<file path="config.mk">
export PLATFORM = sky130hd
export DESIGN_NAME = pot_merge
export DESIGN_NICKNAME = d
export VERILOG_FILES = /design/src/sv/pot_merge.sv
export SDC_FILE = /design/constraint.sdc
export NUM_CORES = 1
export LEC_CHECK = 0
export ABC_AREA = 1
export ABC_CLOCK_PERIOD_IN_PS = 6200
export BUFFER_PORTS_ARGS = -buffer_cell sky130_fd_sc_hd__buf_2
export CORE_AREA = 5 5 241 243
export DETAILED_ROUTE_END_ITERATION = 8
export DIE_AREA = 0 0 246 248
export SETUP_SLACK_MARGIN = 0.2
export SLEW_MARGIN = 10
export SYNTH_ARGS = -nofsm -noshare
export SYNTH_HDL_FRONTEND = slang
export SYNTH_SLANG_ARGS = --single-unit
</file>
<file path="constraint.sdc">
create_clock -name vclk -period 6.2
set_input_delay 0.31 -clock vclk [all_inputs]
set_output_delay 0.31 -clock vclk [all_outputs]
set_load 0.02 [all_outputs]
</file>
<file path="src/sv/pot_merge.sv">
`timescale 1ns / 1ps
// Merge stage: adder tree over the lane products and the sign decision.
// Depends on nothing but its parameters.
module pot_merge #(
  parameter int NUM_LANES = 17,
  parameter int PROD_BITS = 37
) (
  input  logic signed [PROD_BITS-1:0] prod_i [NUM_LANES],
  output logic                        nonneg_o
);

  localparam int LEVELS   = (NUM_LANES > 1) ? $clog2(NUM_LANES) : 1;
  localparam int LEAVES   = 1 << LEVELS;
  localparam int ACC_BITS = PROD_BITS + LEVELS;

  logic signed [ACC_BITS-1:0] node [LEVELS+1][LEAVES];

  // balanced tree, unused leaves are zero
  always_comb begin
    for (int l = 0; l <= LEVELS; l++) begin
      for (int i = 0; i < LEAVES; i++) begin
        node[l][i] = '0;
      end
    end
    for (int i = 0; i < NUM_LANES; i++) begin
      node[0][i] = ACC_BITS'(prod_i[i]);
    end
    for (int l = 0; l < LEVELS; l++) begin
      for (int i = 0; i < (LEAVES >> (l + 1)); i++) begin
        node[l+1][i] = node[l][2*i] + node[l][2*i+1];
      end
    end
    // zero counts as the positive class
    nonneg_o = !node[LEVELS][0][ACC_BITS-1];
  end

endmodule

</file>
# After elaboration in Yosys (flattened, before gate mapping)
# Index checks and enable logic that the tools add are counted.
# word_totals
wordCells	17
input_bits	629
register_bits	0
out_inout_bits	1
# classes
add_sub_neg	16
reduce_logical	1
# op_table
op	count
$add A37 B37 Y38	8
$add A38 B38 Y39	4
$add A39 B39 Y40	2
$add A41 B37 Y42	1
$add A40 B40 Y41	1
$logic_not A1 Y1	1

# Longest topological paths before layout
# Gate-level depths: netlist of the first run.
# logic_depth
ltp_word	6
depth_mapped	25
ltp_nobuf	25

# Least setup slack after synthesis of the first run
# Ideal clock, no wire load.
# synth_path
path_type	input-to-output
start	input prod_i[480] (netlist name)
end	output nonneg_o
n_path_buf	0
t_arrival_ns	4.662
path_stages	19
path_slack_ns	1.228
required_time_ns	5.890
cell_sequence	fa_1 -> fa_1 -> inv_1 -> fa_1 -> inv_1 -> fa_1 -> fa_1 -> inv_1 -> fa_1 -> inv_1 -> ha_1 -> a21o_2 -> nor2_1 -> nand2_1 -> inv_1 -> nand2_1 -> nor2_1 -> nand3_2 -> nand2_1
# synth_via
elab_chain_len	6
# synth_lines
item	line	rtl
start: declaration	8	input logic signed [PROD_BITS-1:0] prod_i [NUM_LANES],
$add A37 B37 Y38	30	node[l+1][i] = node[l][2*i] + node[l][2*i+1];
$add A38 B38 Y39	30	
$add A39 B39 Y40	30	
$add A40 B40 Y41	30	
$add A41 B37 Y42	30	
$logic_not A1 Y1	34	nonneg_o = !node[LEVELS][0][ACC_BITS-1];
end: declaration	9	output logic nonneg_o
# No other way between the ends.

# Final worst setup path of the first run
# layout_path
start	input prod_i[467] (netlist name)
end	output nonneg_o
# Same word-level chain as after synthesis.

==> results of run 1 <==
[layer usage]
metal	vias up	part of all wire, %
met1	5415	35
met2	428	57
met3	56	5.8
met5	-	0.15
met4	10	2.0
li1	5326	-
[placed cells by master (no fill, tap or decap)]
master and instances:
inv_1 926, buf_2 630, fa_1 564, nand2_1 51
ha_1 45, a21oi_1 12, nor2_1 12, diode_2 11
nand2_2 7, nor2_4 3, nor2_2 3, nand3_1 3
a21o_1 2, xnor2_1 2, o21ai_0 1, a21boi_2 1
o21a_1 1, a21o_2 1, xor2_1 1, a21oi_2 1
nand3_2 1
[tightest hold or removal path: cells and delay by family]
kind	cells	cell delay [ns]
compound gates	1	0.17
fa+ha+maj	1	0.11
buf+inv	2	0.26
simple gates	8	0.69
[kinds of logic (layout without fill, tap and decap cells)]
group           count (synthesis)  in the layout  share of synthesized area, %
simple gates                   80             80                          2.26
xor+xnor                        3              3                         0.166
compound gates                 19             19                         0.735
buf+inv                       926           1556                          22.0
fa+ha+maj                     609            609                          74.9
other cells                     0             11                             0
[stage by stage]
| step | instances | utilization [%] | total power, mW | cell area (um^2) | hold WS (ns) |
|---|---|---|---|---|---|
| 3_5_place_dp | 3023 | 35.8 | 13.0 | 19900 | 1.87 |
| 5_1_grt | 3027 | 35.8 | 15.4 | 19900 | 1.98 |
| 4_1_cts | 3023 | 35.8 | 13.2 | 19900 | 1.88 |
| 6_report | 3034 | 35.8 | 12.5 | 20000 | 1.86 |
| 2_1_floorplan | 1637 | - | 9.58 | 15800 | 1.32 |
| 3_3_place_gp | 3023 | 35.8 | 13.0 | 19900 | 1.86 |
[final timing paths]
path                  slack, ns        to   startpoint  cells after the start
worst max-delay path       0.78  nonneg_o  prod_i[467]                     24
worst min-delay path       1.86  nonneg_o  prod_i[592]                     12
[area by class of cell]
cell class	count	area, um^2
Inverter	926	3480
Multi-Input combinational cell	711	12400
Fill cell	5836	35800
Timing Repair Buffer	630	3150
Antenna cell	11	27.5
Tap cell	756	946
[where the power goes]
group | internal [mW] | switching, mW
Sequential | 0 | 0
Clock | 0.000000241 | 0
Combinational | 5.39 | 7.14
Total | 5.39 | 7.14
==> flow_summary.json, run 1 <==
{
  "fp-row-count": 87,
  "fp.dieH_um": 248,
  "antenna_found_initial": 25,
  "wl_mm": 46.6,
  "grt_util_met3_pct": 1.81,
  "grt_pass1_vias": 13437,
  "use_met1_pct": 16.8,
  "power-per-cell-area_nw_per_um2": 628,
  "slew_violations": 0,
  "io_pins": 630,
  "fin_tns_setup_ns": 0,
  "first_pass_iters": 4,
  "grt_pass1_wl_mm": 71.4,
  "synthCells": 1637,
  "tightestPinTransition_ns": 0.394,
  "cts_resized": 0,
  "cp-end-kind": "output port",
  "timing.slew.headroom_pct": 73.7,
  "avgRoutedWirePerCell_um": 15.3,
  "setup_viol": 0,
  "drc": 0,
  "initial_core_util_pct": 28.4,
  "drive_gt1_share_pct": 28.5,
  "grt_use_met2_pct": 31.4,
  "grt_setup_unrepaired": "false",
  "yosysWarnings": 0,
  "gp_congestion": 0.919,
  "finalCriticalPeriod_ns": 5.42,
  "path_max_fanout": 2,
  "die_area_um2": 61000,
  "worst-path-buf-inv": 8,
  "grt_usage_pct": 15.3,
  "overflow": 0,
  "synth.avg_cell_area_um2": 9.67,
  "max_freq_mhz": 184,
  "clkbuf_count": 0,
  "port_buffers": 630,
  "area_delta_synth_final_pct": 26.1,
  "path_cells": "buf_2 > inv_1 > fa_1 > inv_1 > fa_1 > inv_1 > fa_1 > inv_1 > fa_1 > fa_1 > inv_1 > fa_1 > inv_1 > ha_1 > nand2_2 > nor2_4 > nand2_2 > nor2_2 > nand2_2 > a21oi_2 > nor2_1 > nand3_2 > nand2_1 > buf_2",
  "ant_nets": 0,
  "busiest_layer": "met2",
  "critPathLaunchType": "input pin",
  "post_cts_buffers": 0,
  "yosysSeqAreaShare_pct": 0,
  "status": "finished, final reports clean",
  "core_area_um2": 55700,
  "yosys.area.top_type_share_pct": 71.3,
  "yosysTopAreaCell": "fa_1",
  "cp.arrival_ns": 5.11,
  "hold_violations": 0,
  "drt_iter0_drc": 167,
  "p_leak_nw": 12.1,
  "hold_path.class": "in2out",
  "post-place-ws_ns": 0.624,
  "cts_hold_buf": 0,
  "drv_cap": 0,
  "fin_nets": 3507,
  "die_x_um": 246,
  "yosysMostFrequentCell": "inv_1",
  "ir_drop_mv": 1.11,
  "cpPeakStageDelay_ns": 0.56,
  "cp_top_family": "adder cells",
  "min_period_over_period_pct": 87.5,
  "syn_nets": 2875,
  "viasPerCell": 3.70,
  "via_count": 11235,
  "syn-cell-area_um2": 15800,
  "ys_top_cells_by_count": "inv_1, fa_1, nand2_1",
  "grt_max_degree": 4,
  "hpwl_mm": 47.2,
  "synth.distinct_cells": 19,
  "cp_slowest_cell": "fa_1",
  "ys_top_cells_by_area": "fa_1, inv_1, ha_1",
  "crit_type": "in2out",
  "required_ns": 5.89,
  "seq_area_um2": 0,
  "seq_cell_count": 0,
  "setup_ws_ns": 0.777
}
Note: power is estimated with default switching activity, not from simulation.
==> run 2: changes to the inputs <==
PLACE_DENSITY = 0.62   (was default)
==> flow_summary.json, run 2 (synthesis gave the netlist of run 1 again) <==
{
  "setup_viol": 0,
  "status": "finished, final reports clean",
  "holdPathStages": 12,
  "hold_path.class": "in2out",
  "core_area_um2": 55700,
  "fin_nets": 3507,
  "drt_iter0_drc": 214,
  "required_ns": 5.89,
  "crit_type": "in2out",
  "die_area_um2": 61000,
  "grt_setup_unrepaired": "false",
  "hold_violations": 0,
  "wl_mm": 46.4,
  "ant_nets": 0,
  "avgRoutedWirePerCell_um": 15.3,
  "drive_gt1_share_pct": 28.5,
  "die_x_um": 246,
  "p_leak_nw": 12.1,
  "slew_violations": 0,
  "power-per-cell-area_nw_per_um2": 637,
  "via_count": 11306,
  "max_freq_mhz": 178,
  "post-place-ws_ns": 0.526,
  "initial_core_util_pct": 28.4,
  "cts_resized": 0,
  "clkbuf_count": 0,
  "tightestPinTransition_ns": 0.405,
  "fp.dieH_um": 248,
  "post_cts_buffers": 0,
  "grt_pass1_wl_mm": 71.4,
  "ir_drop_mv": 0.606,
  "gp_congestion": 0.908,
  "seq_cell_count": 0,
  "fp-row-count": 87,
  "grt_usage_pct": 15.3,
  "drv_cap": 0,
  "critPathCapture": "nonneg_o",
  "timing.slew.headroom_pct": 72.8,
  "cp.arrival_ns": 5.31,
  "drc": 0,
  "finalCriticalPeriod_ns": 5.62,
  "grt_max_degree": 4,
  "viasPerCell": 3.72,
  "overflow": 0,
  "mostFrequentLayoutCells": "inv_1, buf_2, fa_1",
  "first_pass_iters": 4,
  "fin_tns_setup_ns": 0,
  "crit_start": "prod_i[131]",
  "finalPower_mw": 12.7,
  "port_buffers": 630,
  "critPathLaunchType": "input pin",
  "mostFrequentLayoutCell": "inv_1",
  "grt_pass1_vias": 13437,
  "area_delta_synth_final_pct": 26.1,
  "hpwl_mm": 47.0,
  "path_max_fanout": 2,
  "antenna_found_initial": 34,
  "cp-end-kind": "output port",
  "min_period_over_period_pct": 90.6,
  "seq_area_um2": 0,
  "io_pins": 630,
  "setup_ws_ns": 0.582,
  "cts_hold_buf": 0
}
## run 2: cell types whose count changed in the layout (fill, tap and decap cells not counted), sizes merged
| cell | change |
|---|---|
| diode | +5 |
## run 2: worst min path at each step
| stage | startpoint | to | slack, ns |
|---|---|---|---|
| 2_1_floorplan | prod_i[592] | nonneg_o | 1.32 |
| 3_3_place_gp | prod_i[555] | nonneg_o | 1.94 |
| 3_5_place_dp | prod_i[555] | nonneg_o | 1.92 |
| 4_1_cts | prod_i[555] | nonneg_o | 1.92 |
| 5_1_grt | prod_i[592] | nonneg_o | 2.00 |
| 6_report | prod_i[592] | nonneg_o | 1.82 |
## run 2: where the power goes
part / internal, mW / total, mW / switching (mW)
clock network: 0.000000313 / 0.000000313 / 0
registers: 0 / 0 / 0
logic: 5.40 / 12.7 / 7.32
## run 2: final cells by class
cell class | count | area, um^2
timing repair buffer | 630 | 3150
fill | 5777 | 35800
inverter | 926 | 3480
tap | 756 | 946
antenna | 16 | 40.0
multi-input combinational | 711 | 12400
## run 2: worst max-delay path, stage by stage
cell and delay (ns):
buf_2 0.08, inv_1 0.04, fa_1 0.68, inv_1 0.10
fa_1 0.56, inv_1 0.08, fa_1 0.47, fa_1 0.50
inv_1 0.05, fa_1 0.47, inv_1 0.05, fa_1 0.47
inv_1 0.04, ha_1 0.28, nand2_1 0.07, nor2_1 0.14
nand2_2 0.09, nor2_2 0.17, nand2_2 0.07, a21oi_2 0.10
nor2_1 0.06, nand3_2 0.05, nand2_1 0.16, buf_2 0.22
## run 2: per-layer routing
layer  share of wire (%)  vias up  track usage [%]
met3                 6.6       76             2.55
met5                0.16        -                0
li1                    -     5337                -
met4                 3.3       10             3.71
met2                  56      432             30.4
met1                  34     5451             16.8
## run 2: through the flow
| step | util, % | cells | hold WS, ns | instance area [um^2] |
|---|---|---|---|---|
| floorplan | - | 1637 | 1.32 | 15800 |
| global placement | 35.8 | 3023 | 1.94 | 19900 |
| detailed placement | 35.8 | 3023 | 1.92 | 19900 |
| CTS | 35.8 | 3023 | 1.92 | 19900 |
| global route | 35.8 | 3032 | 2.00 | 20000 |
| finish | 35.8 | 3039 | 1.82 | 20000 |
==> run 3: changes to the inputs <==
ABC_AREA = default   (was 1)
CORE_AREA = 5 5 240 242   (was 5 5 241 243)
DIE_AREA = 0 0 245 247   (was 0 0 246 248)
==> flow_summary.json, run 3 <==
{
  "cp_slowest_cell": "fa_1",
  "clkPwrFrac_pct": 0,
  "post-place-ws_ns": 0.220,
  "final_cell_area_um2": 19800,
  "ir_drop_mv": 0.782,
  "p_switching_mw": 7.35,
  "crit_type": "in2out",
  "synth.distinct_cells": 27,
  "drive_gt1_share_pct": 29.5,
  "grt_setup_unrepaired": "true",
  "power-per-cell-area_nw_per_um2": 666,
  "status": "finished, final reports clean",
  "hold_path.class": "in2out",
  "ant_nets": 0,
  "pwr-share-seq_pct": 0,
  "tightestPinTransition_ns": 0.372,
  "core_area_um2": 54900,
  "swShare_pct": 55.6,
  "wl_mm": 43.8,
  "gp_congestion": 0.940,
  "grt_usage_pct": 14.6,
  "worst-path-buf-inv": 8,
  "slew_violations": 0,
  "mostFrequentLayoutCells": "inv_1, buf_2, fa_1",
  "critPathLaunchType": "input pin",
  "die_x_um": 245,
  "clkbuf_count": 0,
  "dp.cells": 2919,
  "via_count": 11179,
  "cp_top_family": "adder cells",
  "setup_ws_ns": 0.365,
  "grt_pass1_wl_mm": 68.7,
  "path_max_fanout": 3,
  "drv_cap": 0,
  "seq_area_um2": 0,
  "combPwrFrac_pct": 100.0,
  "yosysSeqAreaShare_pct": 0,
  "synth.avg_cell_area_um2": 9.90,
  "fin_nets": 3455,
  "yosysTopAreaCell": "fa_1",
  "required_ns": 5.89,
  "path_cells": "buf_2 > inv_1 > fa_1 > inv_1 > fa_1 > inv_2 > fa_1 > inv_2 > fa_1 > fa_1 > inv_2 > fa_1 > inv_2 > ha_4 > nand4_1 > nor4_4 > nand2_1 > o211ai_4 > a21oi_4 > xnor2_2 > buf_6",
  "initial_core_util_pct": 28.6,
  "antenna_found_initial": 15,
  "synthCells": 1585,
  "finalCriticalPeriod_ns": 5.84,
  "yosysWarnings": 0,
  "fp.dieH_um": 247,
  "mostFrequentLayoutCell": "inv_1",
  "min_period_over_period_pct": 94.1,
  "fin_cells": 2926,
  "cp.arrival_ns": 5.53,
  "hpwl_mm": 44.4,
  "drc": 0,
  "viasPerCell": 3.82,
  "ys_top_cells_by_area": "fa_1, inv_1, ha_1",
  "hold_violations": 0,
  "overflow": 0,
  "avgRoutedWirePerCell_um": 15.0,
  "multi_input_area_um2": 12400,
  "drt_iter0_drc": 137,
  "setup_viol": 0,
  "max_freq_mhz": 171,
  "first_pass_iters": 4,
  "grt_max_degree": 4,
  "grt_pass1_vias": 13534,
  "cts_hold_buf": 0,
  "yosys.area.top_type_share_pct": 72.0,
  "timing.slew.headroom_pct": 75.2,
  "seq_cell_count": 0,
  "syn_nets": 2823,
  "post_cts_buffers": 0,
  "p_int_mw": 5.87,
  "ys_top_cells_by_count": "inv_1, fa_1, ha_1",
  "cp_common_cell": "fa_1",
  "die_area_um2": 60500,
  "area_delta_synth_final_pct": 26.4,
  "cpPeakStageDelay_ns": 0.56,
  "dpl-instance-area_um2": 19700,
  "io_pins": 630,
  "n_fill_cell": 5630,
  "yosysMostFrequentCell": "inv_1",
  "syn-cell-area_um2": 15700,
  "cp-end-kind": "output port",
  "p_leak_nw": 11.9,
  "utilization_pct": 36.1,
  "fin_tns_setup_ns": 0,
  "port_buffers": 630,
  "fp-row-count": 86
}
## run 3: cell types whose count changed after synthesis, moves of 3 or more
cell and change:
nand2_1 -42, inv_1 -15, nor2_1 -9, nand2_2 -7
a21oi_1 +5, nand3_1 +3, nand4_1 +3, nor2_2 -3
nor2_4 -3, o21ai_0 +3
## run 3: cell families after synthesis
| logic type | synth area share [%] |
|---|---|
| xor gates and xnor gates | 0.223 |
| adders and majority gates | 75.5 |
| and+or+nand+nor | 1.17 |
| buffers and inverters | 21.8 |
| AOI/OAI and AO/OA | 1.24 |
## run 3: through the flow
stage	hold WS, ns	total power [mW]
final	1.86	13.2
after global routing	1.97	15.9
after CTS	1.97	13.2
after detailed placement	1.99	12.8
after global placement	2.01	12.6
after floorplan	1.43	8.91
## run 3: power groups by stage
stage	Clock (mW)	Combinational (mW)	Sequential, mW
2_1_floorplan	0	8.91	0
4_1_cts	0	13.2	0
6_report	0.000000151	13.2	0
5_1_grt	0.0000000863	15.9	0
3_3_place_gp	0	12.6	0
3_5_place_dp	0	12.8	0
## run 3: final timing paths
path                        start  endpoint  slack, ns  cells past startpoint
worst max-delay path  prod_i[460]  nonneg_o       0.36                     21
worst min-delay path  prod_i[592]  nonneg_o       1.86                      9
## run 3: layout make-up
class	count	share of cell area, %
antenna	7	0.0883
inverter	912	17.3
multi-input combinational	673	62.3
tap	704	4.44
timing repair buffer	630	15.9
## run 3: metal layers
metal | share of wire (%) | GRT usage, % | up-vias | wire length [um]
met2 | 55 | 28.4 | 409 | 24000
met1 | 34 | 16.2 | 5471 | 15000
li1 | - | - | 5223 | -
met3 | 6.8 | 2.67 | 64 | 2990
met5 | 0.17 | 0 | - | 76
met4 | 3.9 | 4.21 | 12 | 1690
## run 3: timing repair
action / in CTS / in global routing
pin swaps: 0 / 20
endpoints found under the hold margin: 0 / 0
endpoints found under the setup margin: 1 / 1
resized for setup: 4 / 17
## run 3: worst min-delay path, delay by kind of cell
family	cells	cell delay [ns]
AOI/OAI and AO/OA	4	0.64
and+or+nand+nor	1	0.10
adders and majority gates	1	0.15
buffers and inverters	2	0.21
xor gates and xnor gates	1	0.15
