==> src/sv/pot_pkg.sv <==
`timescale 1ns / 1ps
// Shared types and constants for the perceptron online trainer.
// No dependencies; all other files but pot_merge refer to this package.
package pot_pkg;

  // Default sizes of the trained model
  localparam int NUM_FEATURES_DEF = 16;
  localparam int FEATURE_BITS_DEF = 4;
  localparam int WEIGHT_BITS_DEF  = 32;

  // Fixed field widths of the channels
  localparam int FEAT_WORD_BITS = 64;
  localparam int LOAD_BITS      = 32;
  localparam int INDEX_BITS     = 5;
  localparam int RATE_BITS      = 16;
  localparam int CNT_BITS       = 16;
  localparam int TOL_BITS       = 10;
  localparam int CFG_DATA_BITS  = 16;
  localparam int CFG_IDX_BITS   = 2;

  // Stop rule compares 1000 * delta against tolerance * N
  localparam int STOP_SCALE     = 1000;
  localparam int STOP_BITS      = CNT_BITS + TOL_BITS;

  // Configuration reset values
  localparam logic [RATE_BITS-1:0] RATE_RST     = 16'd13107;
  localparam logic [CNT_BITS-1:0]  EPOCH_N_RST  = 16'd1000;
  localparam logic [CNT_BITS-1:0]  MAX_EP_RST   = 16'd11000;
  localparam logic [TOL_BITS-1:0]  TOL_RST      = 10'd1;

  // Input opcodes
  localparam logic OP_LOAD    = 1'b0;
  localparam logic OP_EXAMPLE = 1'b1;

  // Output word kinds
  localparam logic KIND_VERDICT = 1'b0;
  localparam logic KIND_WEIGHT  = 1'b1;

  // Configuration register indexes
  typedef enum logic [CFG_IDX_BITS-1:0] {
    CFG_LEARNING_RATE = 2'd0,
    CFG_EPOCH_LEN     = 2'd1,
    CFG_MAX_EPOCHS    = 2'd2,
    CFG_TOLERANCE     = 2'd3
  } cfg_idx_e;

  // Training status
  typedef enum logic [1:0] {
    ST_TRAIN = 2'd0,
    ST_DONE  = 2'd1,
    ST_FAIL  = 2'd2
  } run_status_e;

  // Commands broadcast to every lane
  typedef struct packed {
    logic load;     // write one weight slot and its prior copy
    logic capture;  // register product and step for a new example
    logic update;   // apply the step (miss)
    logic add;      // step direction: 1 adds, 0 subtracts
    logic copy;     // snapshot the (updated) weight into the prior copy
  } lane_ctl_t;

  // One result word
  typedef struct packed {
    logic                  kind;
    logic                  correct;
    logic                  epoch_end;
    logic [CNT_BITS-1:0]   epoch_correct;
    logic                  gave_up;
    logic [INDEX_BITS-1:0] weight_index;
    logic [LOAD_BITS-1:0]  weight_out;
    logic                  last;
  } out_word_t;

endpackage

==> src/sv/pot_lane.sv <==
`timescale 1ns / 1ps
// One weight lane: holds a weight and its prior-epoch copy, forms w*x and
// the update step, and applies the saturating update. Depends on pot_pkg.
module pot_lane #(
  parameter int WEIGHT_BITS  = pot_pkg::WEIGHT_BITS_DEF,
  parameter int FEATURE_BITS = pot_pkg::FEATURE_BITS_DEF,
  parameter int LANE_IDX     = 0
) (
  input  logic                                   clk_i,
  input  logic                                   rst_ni,
  input  pot_pkg::lane_ctl_t                     ctl_i,
  input  logic [FEATURE_BITS-1:0]                x_i,
  input  logic [pot_pkg::RATE_BITS-1:0]          rate_i,
  input  logic [pot_pkg::INDEX_BITS-1:0]         load_index_i,
  input  logic signed [WEIGHT_BITS-1:0]          load_value_i,
  output logic signed [WEIGHT_BITS+FEATURE_BITS:0] prod_o,
  output logic signed [WEIGHT_BITS-1:0]          weight_o,
  output logic signed [WEIGHT_BITS-1:0]          prior_o
);

  localparam int PW = WEIGHT_BITS + FEATURE_BITS + 1;
  localparam int DW = pot_pkg::RATE_BITS + FEATURE_BITS;
  localparam int SW = ((WEIGHT_BITS > DW) ? WEIGHT_BITS : DW) + 2;
  localparam logic signed [SW-1:0] W_MAX =
    {{(SW-WEIGHT_BITS+1){1'b0}}, {(WEIGHT_BITS-1){1'b1}}};
  localparam logic signed [SW-1:0] W_MIN =
    {{(SW-WEIGHT_BITS+1){1'b1}}, {(WEIGHT_BITS-1){1'b0}}};
  localparam logic [pot_pkg::INDEX_BITS-1:0] MY_IDX = pot_pkg::INDEX_BITS'(LANE_IDX);

  logic signed [WEIGHT_BITS-1:0] w_q, w_d, prior_q, prior_d, w_upd;
  logic signed [PW-1:0]          prod_q;
  logic [DW-1:0]                 delta_q;
  logic signed [FEATURE_BITS:0]  x_s;
  logic signed [SW-1:0]          w_ext, d_ext, sum;

  assign x_s = {1'b0, x_i};

  // product and step for the example entering stage 1
  always_ff @(posedge clk_i) begin
    if (ctl_i.capture) begin
      prod_q  <= PW'(w_q) * PW'(x_s);
      delta_q <= DW'(rate_i) * DW'(x_i);
    end
  end

  // saturating update
  always_comb begin
    w_ext = SW'(w_q);
    d_ext = SW'(delta_q);
    sum   = ctl_i.add ? (w_ext + d_ext) : (w_ext - d_ext);
    if (sum > W_MAX) begin
      w_upd = WEIGHT_BITS'(W_MAX);
    end else if (sum < W_MIN) begin
      w_upd = WEIGHT_BITS'(W_MIN);
    end else begin
      w_upd = WEIGHT_BITS'(sum);
    end
  end

  // next weight and prior copy; copy takes the updated weight
  always_comb begin
    w_d     = w_q;
    prior_d = prior_q;
    if (ctl_i.load && load_index_i == MY_IDX) begin
      w_d     = load_value_i;
      prior_d = load_value_i;
    end else begin
      if (ctl_i.update) begin
        w_d = w_upd;
      end
      if (ctl_i.copy) begin
        prior_d = w_d;
      end
    end
  end

  always_ff @(posedge clk_i or negedge rst_ni) begin
    if (!rst_ni) begin
      w_q     <= '0;
      prior_q <= '0;
    end else begin
      w_q     <= w_d;
      prior_q <= prior_d;
    end
  end

  assign prod_o   = prod_q;
  assign weight_o = w_q;
  assign prior_o  = prior_q;

endmodule

==> config.mk <==
export PLATFORM = sky130hd
export DESIGN_NAME = pot_lane
export DESIGN_NICKNAME = d
export VERILOG_FILES = /design/src/sv/pot_pkg.sv /design/src/sv/pot_lane.sv
export SDC_FILE = /design/constraint.sdc
export NUM_CORES = 1
export LEC_CHECK = 0
export BUFFER_PORTS_ARGS = -buffer_cell sky130_fd_sc_hd__buf_2
export CORE_MARGIN = 4
export CORE_UTILIZATION = 55
export DETAILED_ROUTE_END_ITERATION = 16
export GPL_TIMING_DRIVEN = 0
export PLACE_DENSITY = 0.82
export SYNTH_ARGS = -nofsm -noshare
export SYNTH_HDL_FRONTEND = slang
export SYNTH_SLANG_ARGS = --single-unit
==> constraint.sdc <==
create_clock -name clk_i -period 12.2 [get_ports clk_i]
set_input_delay 2.44 -clock clk_i [delete_from_list [all_inputs] [get_ports clk_i]]
set_output_delay 2.44 -clock clk_i [all_outputs]
set_load 0.005 [all_outputs]
# == Word-level counts from Yosys, hierarchy flattened ==
# Cells that the tools add are included.
# op_classes
addsub,2
n_mul,2
n_div,0
n_lt_le_gt_ge,2
n_eq_ne,0
shifts,0
muxes,7
n_bitwise,0
reduce_logical,3
# ops
op,n
two-way mux 32 bit,6
multiplier 32 x 5 -> 37 bit,1
"> comparator 34 x 32 -> 1 bit, second input constant",1
"less-than comparator 34 x 32 -> 1 bit, second input constant",1
two-way mux 34 bit,1
adder 32 x 21 -> 33 bit,1
subtractor 32 x 21 -> 33 bit,1
multiplier 16 x 4 -> 20 bit,1
logical NOT 5 bit,1
nonzero test 2 bit,1
logical AND 1 bit,1
# totals
ff_bits,121
latch_bits,0
ramBits,0
rom_bits,0
in_bits,64
output_inout_bits,101
word_cells,20
mem_count,0

# == Logic depth before layout (Yosys ltp) ==
# Gate-level depths: netlist (run 1).
# logic_depth
ltp_word,8
depth_mapped,20
ltp_nobuf,18

# == Least setup slack after synthesis (run 1) ==
# No wires, ideal clock.
# synth_path
path_kind,input-to-reg
start,in x_i[2]
end,"reg prod_q[35], in the netlist prod_o[35] (data pin)"
setup_time_ps,258
t_arrival_ps,6228
t_required_ps,11942
setup_slack_ps,5714
cell_stages,19
n_path_buf,2
cell_sequence,clkbuf_1 -> clkbuf_1 -> and2_1 -> ha_1 -> inv_1 -> fa_1 -> inv_1 -> fa_1 -> ha_1 -> a21o_1 -> a21oi_1 -> o21bai_1 -> a21o_1 -> a21o_1 -> a221oi_1 -> nand4b_1 -> a31o_2 -> a21oi_1 -> xnor2_1
# synth_between
elab_chain_cells,1
# synth_lines
item,line,text
"start, declared",pot_lane.sv:12,"input logic [FEATURE_BITS-1:0] x_i,"
multiplier 32 x 5 -> 37 bit,pot_lane.sv:41,prod_q <= PW'(w_q) * PW'(x_s);
"end signal, assigned",pot_lane.sv:41,
"end, declared",pot_lane.sv:31,logic signed [PW-1:0] prod_q;
# No other way between the ends.
# A chain may end at the register's enable or synchronous reset.

# == Worst setup path after layout (run 1) ==
# layout_path
start,in x_i[1]
end,reg delta_q[16] (data pin)
# layout_between
elab_chain_cells,1
# layout_lines
item,line,text
multiplier 16 x 4 -> 20 bit,pot_lane.sv:42,delta_q <= DW'(rate_i) * DW'(x_i);
"end signal, assigned",pot_lane.sv:42,
"end, declared",pot_lane.sv:32,logic [DW-1:0] delta_q;
# No other way between the ends.

==> qor.csv, run 1 <==
metric;value;unit
largest net degree at the start of global routing;65;
count of antenna-violating nets left after detailed routing;0;
buffers and inverters on the worst path;3;
post-synthesis instance area;0.0139;mm²
power after layout;4.92;mW
Worst Path Arrival;7.00;ns
total routed wirelength;38400;µm
fin. max-slew vios;0;
CP top delay family;compound AO/OA/AOI/OAI gates;
Cell Count Post-Placement;2101;
gp weighted congestion;0.938;
clock skew after layout;0.0166;ns
period utilization;0.558;
origin of the worst min-delay path;prior_o[15]$_DFFE_PN0P_;
Iter 0 DRT Violations;1105;
distinct cell type count after synthesis;78;
critical register-to-register path endpoint;prior_o[27]$_DFFE_PN0P_;
Pre-antenna DRT Iters;5;
count of state elements after synthesis;121;
transition at the pin with the smallest max-transition slack;1.31;ns
unrepaired setup endpoints after global routing;false;
GRT Util Overall;0.272;
Setup Viol. Count Final;0;
most frequent standard cell in the layout excluding fill and tap cells;sky130_fd_sc_hd__inv_1;
Detail Placement HPWL;30100;µm
global-route wire length before repair;62000;µm
Clock Sinks;121;
worst stage delay on the critical path;0.55;ns
worst reg2reg setup slack;6.66;ns
area inside the core boundary;0.0245;mm²
vias in the first global route;12400;
# rows;57;
final routed DRC violation total;0;
post-route cell area;0.0156;mm²
Syn. warnings;0;
Worst slew margin;0.127;
cell at the root of the clock tree;sky130_fd_sc_hd__clkbuf_16;
Max H-tree Level;4;
cell area reported after detailed placement;0.0151;mm²
static power due to leakage;7.56;nW
Hold Crit Endpoint;prior_o[15]$_DFFE_PN0P_;
die outline height;167;µm
Critical Path Fanout Max;10;
DIE WIDTH;167;µm
async set or reset register ratio after synthesis;0.529;
wire length per cell after detailed routing;18.0;µm
mean cell area of the mapped netlist;8.57;µm²
starting density of the core;0.565;
Synth Flop Type;sky130_fd_sc_hd__dfrtp_1;
fraction of final layout cells with drive strength greater than 1;0.123;
standard cell with the maximum stage delay on the critical path;sky130_fd_sc_hd__fa_1;
worst hold stages;2;
Worst-Skew Late Latency;0.43;ns
Congestion Overflow GR;0;
worst-case clock buffer depth;2;
net count of the finished layout;2087;
worst hold margin;0.553;ns
final core utilization;0.636;
critical register-to-register path startpoint;delta_q[4]$_DFFE_PP_;
hold buffer count at cts;0;
I/O pin total;165;
clock-pin transition on the worst setup and hold timing paths;0.07;ns
antenna violations before repair;4;
ordered list of cells on the worst path;clkbuf_1, clkbuf_1, nand2_1, fa_1, fa_1, inv_1, fa_1, a21o_1, a21oi_1, o21bai_1, a21oi_1, o21bai_1, a211oi_1, o21ai_0, a31o_2, a21oi_1, xnor2_1;
fmax;147;MHz
number of synthesized flops with an enable pin;57;
average via count per standard cell;5.91;
highest-count cells in the layout ignoring fill and taps;sky130_fd_sc_hd__inv_1 (192), sky130_fd_sc_hd__nand2_1 (170), sky130_fd_sc_hd__buf_2 (162), sky130_fd_sc_hd__ha_1 (133), sky130_fd_sc_hd__a21oi_1 (122);
outcome;finished, final reports clean;
via count;12600;
postcts setup bufs;0;
cell count after synthesis;1618;
area of the die;0.0278;mm²
number of nets produced by synthesis;1909;
critical path launch point type;input port;
shortest clock period the worst path allows after layout;6.81;ns
number of gates given a new drive strength after cts;0;
type of the setup path with the least slack;in2reg;
worst hold-check path type;reg2reg;
clock tree from TritonCTS;done;
worst setup timing slack at the placement stage;5.04;ns
Worst Setup End Kind;flop;
portion of the post-synthesis area used by sequential elements;0.239;
worst r2r path cells;19;
final setup margin;5.39;ns
Post-Route Setup TNS;0;ns
critical path data required time;12.39;ns
final hold violation count;0;
area delta synth->final;12.6;%
number of maximum-capacitance constraint violations;0;
final standard cell count with taps included and fillers excluded;2136;
Num CTS Buffers;17;
power density over the cells;315;mW/mm²
Buffers on Ports;159;
VDD IR-drop max;0.000264;V
worst register-to-register path, delay by kind of cell, from the launching register on:
family,cells,cell delay (ns)
AO/OA/AOI/OAI,7,1.46
AND/OR/NAND/NOR,8,2.08
flip-flops,1,0.44
XOR/XNOR,2,0.63
buffers and inverters,1,0.46
adder cells (fa/ha/maj),1,0.32
flip-flops by register name, summed over array words and instances (netlist names):
name / flops
prior_o: 32
prod_o: 37
delta_q: 20
weight_o: 32
logic make-up (layout without fill, tap and decap cells):
logic type / after synthesis / count (layout) / share of synthesized area
multiplexers: 4 / 4 / 0.00298
AND/OR/NAND/NOR: 520 / 520 / 0.186
AO/OA/AOI/OAI: 371 / 371 / 0.168
buffers and inverters: 261 / 451 / 0.0719
flip-flops: 121 / 121 / 0.239
adder cells (fa/ha/maj): 244 / 244 / 0.268
other: 0 / 4 / 0
XOR/XNOR: 97 / 97 / 0.0637
worst max path at each step:
stage / startpoint / end / slack, ns / cells past startpoint
after floorplan: x_i[2] / prod_o[35]$_DFFE_PP_ / 5.71 / 19
after global placement: x_i[2] / prod_o[36]$_DFFE_PP_ / 5.10 / 18
after detailed placement: x_i[3] / prod_o[35]$_DFFE_PP_ / 5.04 / 19
after CTS: x_i[1] / delta_q[16]$_DFFE_PP_ / 5.45 / 17
after global routing: x_i[1] / delta_q[16]$_DFFE_PP_ / 5.01 / 17
final: x_i[1] / delta_q[16]$_DFFE_PP_ / 5.39 / 17
final cells by class:
class / count / area (µm²)
multi-input cells: 1236 / 9560
fillers: 2070 / 8930
flip-flops and latches: 121 / 3310
repair buffers: 159 / 798
inverters: 192 / 721
clock buffers: 17 / 425
well taps: 324 / 405
plain buffers: 69 / 277
clock inverters: 14 / 101
diodes: 4 / 10.0
power breakdown:
| group | internal [mW] | switching, mW |
|---|---|---|
| Combinational | 1.48 | 1.97 |
| Sequential | 0.740 | 0.247 |
| Clock | 0.260 | 0.211 |
| Total | 2.48 | 2.43 |
cells in the mapped netlist, types with 46 or more instances:
cell / instances / share of area
sky130_fd_sc_hd__edfxtp_1: 57 / 0.12
sky130_fd_sc_hd__inv_1: 192 / 0.052
sky130_fd_sc_hd__nand2_1: 170 / 0.046
sky130_fd_sc_hd__xor2_1: 46 / 0.029
sky130_fd_sc_hd__nor2_1: 95 / 0.026
sky130_fd_sc_hd__fa_1: 94 / 0.14
sky130_fd_sc_hd__dfrtp_1: 64 / 0.12
sky130_fd_sc_hd__clkbuf_1: 62 / 0.017
sky130_fd_sc_hd__and2_1: 117 / 0.053
sky130_fd_sc_hd__ha_1: 133 / 0.12
sky130_fd_sc_hd__a21oi_1: 122 / 0.044
sky130_fd_sc_hd__xnor2_1: 48 / 0.030
sky130_fd_sc_hd__o21ai_0: 68 / 0.025
layer usage:
| layer | share of wire | vias to the layer above | global-route usage |
|---|---|---|---|
| met2 | 0.46 | 561 | 0.436 |
| met1 | 0.41 | 6094 | 0.365 |
| li1 | - | 5856 | - |
| met5 | 0 | - | 0 |
| met4 | 0.038 | 0 | 0.113 |
| met3 | 0.087 | 105 | 0.0540 |
(Power assumes the default switching activity.)
==> run 2: changes to the inputs <==
--- a/config.mk
+++ b/config.mk
@@ -10,7 +10,7 @@
 export CORE_UTILIZATION = 55
 export DETAILED_ROUTE_END_ITERATION = 16
 export GPL_TIMING_DRIVEN = 0
-export PLACE_DENSITY = 0.82
+export PLACE_DENSITY = 0.85
 export SYNTH_ARGS = -nofsm -noshare
 export SYNTH_HDL_FRONTEND = slang
 export SYNTH_SLANG_ARGS = --single-unit
==> constraint.sdc (replaced) <==
create_clock -name clk_i -period 6 [get_ports clk_i]
set_input_delay 1.2 -clock clk_i [delete_from_list [all_inputs] [get_ports clk_i]]
set_output_delay 1.2 -clock clk_i [all_outputs]
set_load 0.005 [all_outputs]
==> qor.csv, run 2 (synthesis results as in run 1) <==
metric;value;unit
outcome;finished, final reports clean;
global-route wire length before repair;63000;µm
net count of the finished layout;2087;
unrepaired setup endpoints after global routing;false;
Worst slew margin;0.127;
Clock Sinks;121;
worst stage delay on the critical path;0.54;ns
Worst-Skew Late Latency;0.44;ns
Pre-antenna DRT Iters;6;
critical path data required time;6.19;ns
Detail Placement HPWL;30300;µm
final core utilization;0.639;
largest net degree at the start of global routing;65;
final routed DRC violation total;0;
vias in the first global route;12600;
fraction of final layout cells with drive strength greater than 1;0.124;
Congestion Overflow GR;0;
post-route met1 wirelength;15700;µm
Critical Path Fanout Max;10;
clock-pin transition on the worst setup and hold timing paths;0.07;ns
shortest clock period the worst path allows after layout;5.69;ns
number of gates given a new drive strength after cts;0;
DIE WIDTH;167;µm
Buffers on Ports;159;
starting density of the core;0.565;
static power due to leakage;7.58;nW
crit-path most repeated cell;sky130_fd_sc_hd__a21o_1;
max layer used;met4;
cell at the root of the clock tree;sky130_fd_sc_hd__clkbuf_16;
Worst Path Arrival;5.89;ns
hold buffer count at cts;0;
CP top delay family;compound AO/OA/AOI/OAI gates;
power density over the cells;648;mW/mm²
average via count per standard cell;5.97;
antenna violations before repair;2;
count of antenna-violating nets left after detailed routing;0;
die outline height;167;µm
type of the setup path with the least slack;in2reg;
Num CTS Buffers;17;
final standard cell count with taps included and fillers excluded;2135;
total routed wirelength;39000;µm
GRT Util Overall;0.276;
via count;12700;
Iter 0 DRT Violations;1254;
post-route cell area;0.0157;mm²
postcts setup bufs;0;
buffers and inverters on the worst path;4;
filler instances;2065;
transition at the pin with the smallest max-transition slack;1.31;ns
number of maximum-capacitance constraint violations;0;
met2 routed wirelength;18700;µm
critical path launch point type;input port;
clock tree from TritonCTS;done;
area of the die;0.0278;mm²
Max H-tree Level;4;
standard cell with the maximum stage delay on the critical path;sky130_fd_sc_hd__fa_1;
# rows;57;
Worst Setup End Kind;flop;
fin. max-slew vios;0;
worst hold-check path type;reg2reg;
gp weighted congestion;0.943;
ordered list of cells on the worst path;clkbuf_1, clkbuf_1, and2_1, ha_1, inv_1, fa_1, inv_1, fa_1, ha_1, a21o_1, a21oi_1, o21bai_1, a21o_1, a21o_1, a221oi_1, nand4b_1, a31o_2, a21oi_1, xnor2_1;
most frequent standard cell in the layout excluding fill and tap cells;sky130_fd_sc_hd__inv_1;
Cell Count Post-Placement;2101;
worst-case clock buffer depth;2;
cell area reported after detailed placement;0.0151;mm²
I/O pin total;165;
area delta synth->final;13.1;%
area inside the core boundary;0.0245;mm²
VDD IR-drop max;0.000460;V
met3 routed wirelength;3370;µm
highest-count cells in the layout ignoring fill and taps;sky130_fd_sc_hd__inv_1 (192), sky130_fd_sc_hd__nand2_1 (170), sky130_fd_sc_hd__buf_2 (162), sky130_fd_sc_hd__ha_1 (133), sky130_fd_sc_hd__a21oi_1 (122);
Setup Viol. Count Final;0;
clock skew after layout;0.0171;ns
final hold violation count;0;
fmax;176;MHz
period utilization;0.949;
wire length per cell after detailed routing;18.3;µm
Post-Route Setup TNS;0;ns
max FFs per register;37;
[run 2: changes by cell type in the layout (fill, tap and decap cells not counted), sizes merged]
cell	delta
diode	-2
clkinvlp	+1
bufinv	+2
clkinv	-7
inv	+5
[run 2: path summary, 6_finish.rpt]
path,start,to,slack [ns],cells after the start
setup / recovery,x_i[3],prod_o[35]$_DFFE_PP_,0.31,19
hold / removal,prior_o[15]$_DFFE_PN0P_,prior_o[15]$_DFFE_PN0P_,0.55,2
setup reg to reg,delta_q[4]$_DFFE_PP_,prior_o[27]$_DFFE_PN0P_,0.50,19
hold reg to reg,prior_o[15]$_DFFE_PN0P_,prior_o[15]$_DFFE_PN0P_,0.55,2
max in group asynchronous,rst_ni,weight_o[18]$_DFF_PN0_,4.59,1
min in group asynchronous,rst_ni,weight_o[8]$_DFF_PN0_,0.87,1
[run 2: worst register-to-register path: cells and delay by family, from the launching register on]
kind / cells / cell delay, ns
DFF: 1 / 0.43
adders and majority gates: 1 / 0.30
AOI/OAI and AO/OA: 7 / 1.45
and+or+nand+nor: 8 / 2.14
xor gates and xnor gates: 2 / 0.58
buffers and inverters: 1 / 0.45
[run 2: final cells by class]
type / count / area (µm²) / share of cell area
multi-input cells: 1236 / 9560 / 0.610
clock buffers: 17 / 425 / 0.0271
inverters: 192 / 721 / 0.0460
flip-flops and latches: 121 / 3310 / 0.211
clock inverters: 15 / 178 / 0.0113
plain buffers: 69 / 277 / 0.0176
repair buffers: 159 / 798 / 0.0509
well taps: 324 / 405 / 0.0259
diodes: 2 / 5.00 / 0.000319
[run 2: stage by stage]
step / hold slack [ns] / power [mW] / setup WS (ns)
2_1_floorplan: 0.542 / 7.08 / 0.754
3_3_place_gp: 0.539 / 8.67 / 0.152
3_5_place_dp: 0.540 / 8.96 / 0.0582
4_1_cts: 0.556 / 10.1 / 0.0911
5_1_grt: 0.605 / 11.1 / 0.0459
6_report: 0.549 / 10.2 / 0.305
[run 2: metal layers]
metal | vias to the layer above | GRT usage
met1 | 6141 | 0.357
met5 | - | 0
li1 | 5860 | -
met2 | 625 | 0.463
met3 | 113 | 0.0529
met4 | 0 | 0.104
[run 2: power breakdown]
group	leakage [nW]	internal [mW]	switching (mW)
logic	5.98	3.03	4.03
clock network	0.294	0.628	0.463
registers	1.31	1.50	0.511
total	7.58	5.16	5.00
